[config.mk]
export PLATFORM = sky130hd
export DESIGN_NAME = gfsr_ctrl
export DESIGN_NICKNAME = d
export VERILOG_FILES = /design/src/gfsr_pkg.sv /design/src/gfsr_ctrl.sv
export SDC_FILE = /design/constraint.sdc
export NUM_CORES = 1
export LEC_CHECK = 0
export BUFFER_PORTS_ARGS = -buffer_cell sky130_fd_sc_hd__buf_2
export CORE_AREA = 5 5 42 44
export DETAILED_ROUTE_END_ITERATION = 10
export DIE_AREA = 0 0 47 49
export PLACE_DENSITY_LB_ADDON = 0.12
export SYNTH_ARGS = -nofsm -noshare
export SYNTH_HDL_FRONTEND = slang
export SYNTH_SLANG_ARGS = --single-unit
[constraint.sdc]
create_clock -name clock -period 1.9 [get_ports clock]
set_clock_uncertainty 0.05 [all_clocks]
set_input_delay 0.19 -clock clock [delete_from_list [all_inputs] [get_ports clock]]
set_output_delay 0.19 -clock clock [all_outputs]
set_load 0.005 [all_outputs]
[src/gfsr_pkg.sv]
package gfsr_pkg;

   localparam int CSR_IDX_W  = 3;
   localparam int CSR_DATA_W = 31;

   typedef enum logic [CSR_IDX_W-1:0] {
      CSR_TARGET     = 3'd0,
      CSR_STOP       = 3'd1,
      CSR_CONTACT    = 3'd2,
      CSR_TOLERANCE  = 3'd3,
      CSR_SETTLE     = 3'd4,
      CSR_RECORD     = 3'd5,
      CSR_START_POS  = 3'd6,
      CSR_START_STEP = 3'd7
   } csr_index_type;

   localparam logic [16:0] TARGET_RST     = 17'd5000;
   localparam logic [18:0] STOP_RST       = 19'h7C568;   // -15000
   localparam logic [18:0] CONTACT_RST    = 19'h7FE0C;   // -500
   localparam logic [13:0] TOLERANCE_RST  = 14'd10;
   localparam logic [15:0] SETTLE_RST     = 16'd300;
   localparam logic [15:0] RECORD_RST     = 16'd500;
   localparam logic [30:0] START_POS_RST  = 31'd20000000;
   localparam logic [21:0] START_STEP_RST = 22'd3000000;

   localparam logic [21:0] STEP_FLOOR     = 22'd1000;
   localparam logic [21:0] STEP_DIVISOR   = 22'd10;
   localparam int          RECIP_SHIFT    = 26;
   localparam logic [22:0] RECIP_10       = 23'((64'd1 << RECIP_SHIFT) / 64'd10);
   localparam logic [29:0] GAIN           = 30'd1000;

   // |diff| * 1000 stays below 2**29
   localparam int DIV_STEPS = 29;
   localparam int DIV_CNT_W = $clog2(DIV_STEPS);

   typedef enum logic [2:0] {
      STAT_APPROACH = 3'd0,
      STAT_REGULATE = 3'd1,
      STAT_GOAL     = 3'd2,
      STAT_REC_WAIT = 3'd3,
      STAT_RECORD   = 3'd4,
      STAT_ESTOP    = 3'd5,
      STAT_END      = 3'd6,
      STAT_HALTED   = 3'd7
   } status_type;

   typedef enum logic [2:0] {
      CL_HALT,
      CL_ESTOP,
      CL_APPROACH,
      CL_REGULATE,
      CL_RECORD
   } class_type;

   typedef enum logic [1:0] {
      ST_IDLE,
      ST_PREP,
      ST_DIV,
      ST_COMMIT
   } state_type;

   typedef struct packed {
      logic signed [19:0] force_req;
      logic signed [15:0] accel_a;
      logic signed [15:0] accel_b;
      logic signed [15:0] accel_c;
      logic signed [15:0] accel_d;
      logic signed [15:0] accel_e;
   } req_word_type;

   typedef struct packed {
      status_type         status;
      logic signed [31:0] position_cmd;
      logic               cmd_valid;
      logic               rec_valid;
      logic signed [15:0] rec_a;
      logic signed [15:0] rec_b;
      logic signed [15:0] rec_c;
      logic signed [15:0] rec_d;
      logic signed [15:0] rec_e;
      logic               finished;
   } rsp_word_type;

   typedef struct packed {
      logic cap;
      logic prep;
      logic step;
      logic commit;
   } ctrl_cmd_type;

   typedef struct packed {
      logic need_div;
   } dp_sts_type;

endpackage

[src/gfsr_ctrl.sv]
module gfsr_ctrl import gfsr_pkg::*; (
   input  logic         clock,
   input  logic         reset,
   input  logic         req_valid,
   output logic         req_ready,
   output logic         rsp_valid,
   input  logic         rsp_ready,
   input  dp_sts_type   sts,
   output ctrl_cmd_type cmd
);

   state_type             state_ff, state_in;
   logic [DIV_CNT_W-1:0]  cnt_ff, cnt_in;
   logic                  rsp_valid_ff, rsp_valid_in;

   always_ff @(posedge clock) begin
      if (reset) begin
         state_ff     <= ST_IDLE;
         cnt_ff       <= '0;
         rsp_valid_ff <= 1'b0;
      end else begin
         state_ff     <= state_in;
         cnt_ff       <= cnt_in;
         rsp_valid_ff <= rsp_valid_in;
      end
   end

   always_comb begin
      state_in     = state_ff;
      cnt_in       = cnt_ff;
      rsp_valid_in = rsp_valid_ff && !rsp_ready;
      cmd          = '0;
      req_ready    = 1'b0;
      case (state_ff)
         ST_IDLE: begin
            req_ready = 1'b1;
            if (req_valid) begin
               cmd.cap  = 1'b1;
               state_in = ST_PREP;
            end
         end
         ST_PREP: begin
            cmd.prep = 1'b1;
            cnt_in   = '0;
            state_in = sts.need_div ? ST_DIV : ST_COMMIT;
         end
         ST_DIV: begin
            cmd.step = 1'b1;
            cnt_in   = cnt_ff + 1'b1;
            if (cnt_ff == DIV_CNT_W'(DIV_STEPS - 1)) begin
               state_in = ST_COMMIT;
            end
         end
         ST_COMMIT: begin
            if (!rsp_valid_ff || rsp_ready) begin
               cmd.commit   = 1'b1;
               rsp_valid_in = 1'b1;
               state_in     = ST_IDLE;
            end
         end
         default: begin
            state_in = ST_IDLE;
         end
      endcase
   end

   assign rsp_valid = rsp_valid_ff;

endmodule

* After elaboration in Yosys (flattened, before gate mapping) *
Cells that the tools add are included.

storage, ports and cells
  bits in registers = 8
  output and inout port bits = 6

operators by class
  add/subtract/negate cells = 1
  equal/unequal tests = 7
  multiplexer cells = 15
  reduce and logical (&&, ||, !) cells = 7

operator list
  cell                   number
  $mux W1                10
  $pmux W5 S2            1
  $pmux W2 S4            1
  $mux W2                3
  $ne A2 B2 Y1 const B   3
  $add A5 B1 Y5 const B  1
  $eq A5 B5 Y1 const B   1
  $eq A2 B2 Y1 const B   2
  $reduce_and A3 Y1      1
  $eq A2 B1 Y1 const B   1
  $logic_not A1 Y1       2
  $logic_not A2 Y1       1
  $reduce_bool A2 Y1     1
  $logic_and A1 B1 Y1    1
  $logic_or A1 B1 Y1     1

* Longest topological paths before layout *
  depth in word-level cells = 4
  mapped depth = 5
  depth with buffers taken out = 5

* Least setup slack after synthesis *
Ideal clock, no wire load.

  path kind = register to register
  from = reg state_ff[0]
  to = reg state_ff[0]
  library setup time = 0.072 ns
  data arrival time = 1.359 ns
  slack = 0.419 ns
  cell stages (with the launch flop) = 5
  buffers on the path = 0
  period minus slack after synthesis = 1.481 ns
  cell sequence = dfxtp_1 -> inv_1 -> ha_1 -> a222oi_1 -> mux2i_1

on the way
  word-level cells in the longest chain between the ends = 3

ends and longest elaborated chain
  item                                              RTL line         text
  from (decl)                                       gfsr_ctrl.sv:12  state_type state_ff, state_in;
  from (signal assigned)                            gfsr_ctrl.sv:22  state_ff <= state_in;
  $eq A2 B2 Y1 or $logic_not A2 Y1 (tied branches)  gfsr_ctrl.sv:34  case (state_ff)
  $ne A2 B2 Y1 (no line)                            n/a
  $reduce_and A3 Y1 (no line)                       n/a

Several ways; a longest one is shown, not always the timed one.
A chain may end at the register's enable or synchronous reset.

* Final worst setup path *
  from = reg state_ff[0]
  to = reg state_ff[1]

Same word-level chain as after synthesis.

==> run summary <==
For this run, the detailed router's first-pass iteration total came to 4. In the global route stage, overall resource usage came out at 9.10%. The run gives 0 as the max-cap check violation count. STA puts the critical path data arrival time at 1750 ps. For this design the top-level I/O count stands at 11. The wire-length estimate of the detail-placed layout is 715 microns.

Timing would allow up to 618 MHz. The smallest clock period supported by the final layout is computed as 1620 ps. The met3 track demand over resource was 2.58%. The root buffer cell chosen for the clock tree is sky130_fd_sc_hd__clkbuf_4. For this design, the sink count on the clock tree is 8.

Summing every instance area after synthesis gives 457 sq um. At the later pin of the worst-skew pair, clock insertion delay measures 250 ps. Relative to the synthesized area, the layout overhead comes to 20.3%. Cells fill 39.2% of the core in the end. The final design instance area without fill came out at 549 sq um.

The initial antenna violation count is 0. The quantity of I/O buffers inserted on ports came out at 10. The analysis attributes to cell leakage a power of 0.263 nW. The top cell types in the final layout, fill and taps aside, are sky130_fd_sc_hd__buf_2, sky130_fd_sc_hd__dfxtp_1, sky130_fd_sc_hd__inv_1, sky130_fd_sc_hd__ha_1, sky130_fd_sc_hd__nand2_1. The logs give 1400 sq um for the area of the core and 4 for the first-iteration detailed-routing DRC count. The area of the die was 2300 sq um. Gates resized during post-CTS repair numbered 0.

The run gives 0 as the final hold violation count. Most common cell after layout, fill and taps aside: sky130_fd_sc_hd__buf_2. The final-layout setup total negative slack was 0 ps; the chip height was 49 microns. The mean cell area of the mapped netlist is 8.62 sq um. For the maximum resistive drop on vdd, the log shows 0.300 mV. The required time reported for the critical path endpoint was 2030 ps. The run finished with clean final reports. Met2 global-route usage: 12.2%. The logs give 11.0% for the met1 demand-to-capacity share in global routing and 0 for the number of diodes.

Final routed wire length divided by cell count: 10.8 microns. Entering global routing, the biggest net connects 8 pins. The row count was 14; the fraction of the yosys area taken by sequential cells was 35.1%. The count of pins over their slew limit was 0.

The global routing stage identified its most utilized layer as met2. TritonCTS built the clock tree. The final non-filler cell total is 82, and the post-CTS clock slew at the launch and capture registers of the worst setup and hold paths is 50 ps.

In the final design database the tool counted 80 nets. Dividing the final minimum period by the clock period gives 85.2%. The tools report the total of warnings raised by yosys as 0.

The synthesized design contains 8 register bits. The final weighted congestion of routability-driven global placement came out at 0.726. STA classifies the critical path endpoint as a flop. The routed layout has 382 vias. The H-tree depth reported by CTS was 1; the proportion of layout cells with a drive suffix above 1 was 19.7%. After clock tree synthesis, the setup repair step added 0 buffers.

The post-placement cell area is 527 sq um, and the detail-routed via count per cell is 4.66. At the pin with the least slew margin, the transition time is 523 ps. The count of nets left with antenna violations after detail routing came out at 0. Setup repair after global routing left no endpoint under its margin.

Number of global-route vias before repair: 363. The worst setup path is of the reg -> reg kind. No sink is reached through more buffers than the 2 on the longest clock path. The logs give 0 for the post-cts hold buffer count and 3 for the total clock buffers created by CTS. Power per unit of standard cell area: 1010 nW/um^2.

After detailed routing, the number of remaining DRC violations is 0. The number of nets in the synthesized netlist is 65. The tools report the normalized max-slew margin as 65.2%.

Synthesis produced 53 cells. Final number of setup-violating endpoints: 0. The count of different cell masters after synthesis is 16.

The worst setup path is launched from a flop. The path class of the tightest hold or removal check is in -> reg. The tools report the effective utilization at floorplan as 32.6%.

For this run the aggregate overflow at the end of global routing stands at 0. The die extent in x works out to 47 microns. The top fanout value on the critical path was 6.

The first global-routing pass estimated 1.51 mm of wire. The number of placed instances with taps included was 79. After detailed routing, the total wire length is 884 microns.
## Yosys cell counts (all sizes together)
cell / number / area (sq um)
o21ai: 1 / 5.00
and3b: 1 / 8.76
and2: 1 / 6.26
o31ai: 1 / 7.51
nand3: 2 / 10.0
inv: 7 / 26.3
nor2: 5 / 18.8
nor2b: 3 / 18.8
a21oi: 2 / 10.0
nand2: 6 / 22.5
a222oi: 1 / 10.0
mux2i: 2 / 20.0
ha: 7 / 87.6
xor2: 3 / 26.3
nand4: 3 / 18.8
dfxtp: 8 / 160
## routing by layer
layer | vias up | share of wire, %
met5 | - | 0
met4 | 0 | 1.7
met3 | 2 | 10
met2 | 12 | 43
met1 | 166 | 45
li1 | 202 | -
## metrics by stage
stage / power (W) / hold WS (ps) / setup WS [ps]
after floorplan: 0.000362 / 209 / 419
after global placement: 0.000430 / 348 / 231
after detailed placement: 0.000433 / 347 / 254
after CTS: 0.000565 / 81.1 / 238
after global routing: 0.000605 / 87.0 / 119
final: 0.000554 / 87.2 / 281
## registers in the layout, indices dropped and copies added, names as in the netlist
register   flops
rsp_valid      1
cnt_ff         5
state_ff       2
## critical path: stages, from the launching register on
cell	delay, ps
sky130_fd_sc_hd__dfxtp_1	410
sky130_fd_sc_hd__inv_1	110
sky130_fd_sc_hd__ha_1	230
sky130_fd_sc_hd__a222oi_1	520
sky130_fd_sc_hd__mux2i_1	240
## path summary, 6_finish.rpt
check         startpoint     endpoint  slack (ps)  cells past startpoint
max reg2reg  state_ff[0]  state_ff[1]         280                      4
max          state_ff[0]  state_ff[1]         280                      4
min                reset    cnt_ff[0]          90                      2
min reg2reg    cnt_ff[1]    cnt_ff[1]         450                      2
## where the power goes
| part | internal [W] | leakage (nW) | total [W] | switching [W] |
|---|---|---|---|---|
| Sequential | 0.000189 | 0.0649 | 0.000213 | 0.0000238 |
| Clock | 0.0000722 | 0.0138 | 0.000128 | 0.0000560 |
| Combinational | 0.0000955 | 0.184 | 0.000213 | 0.000117 |
## kinds of logic (layout without fill, tap and decap cells)
group / Yosys count / in the layout / synth area share [%]
compound gates: 5 / 5 / 7.12
simple gates: 21 / 21 / 22.7
flops: 8 / 8 / 35.1
mux: 2 / 2 / 4.38
buf+inv: 7 / 20 / 5.75
fa+ha+maj: 7 / 7 / 19.2
xor+xnor: 3 / 3 / 5.75
## cell type report
type | count | area, sq um
Clock buffer | 3 | 22.5
Tap cell | 16 | 20.0
Inverter | 7 | 26.3
Timing Repair Buffer | 10 | 50.0
Fill cell | 148 | 852
Sequential cell | 8 | 160
Multi-Input combinational cell | 38 | 270
Power figures use the tool's default switching activity.
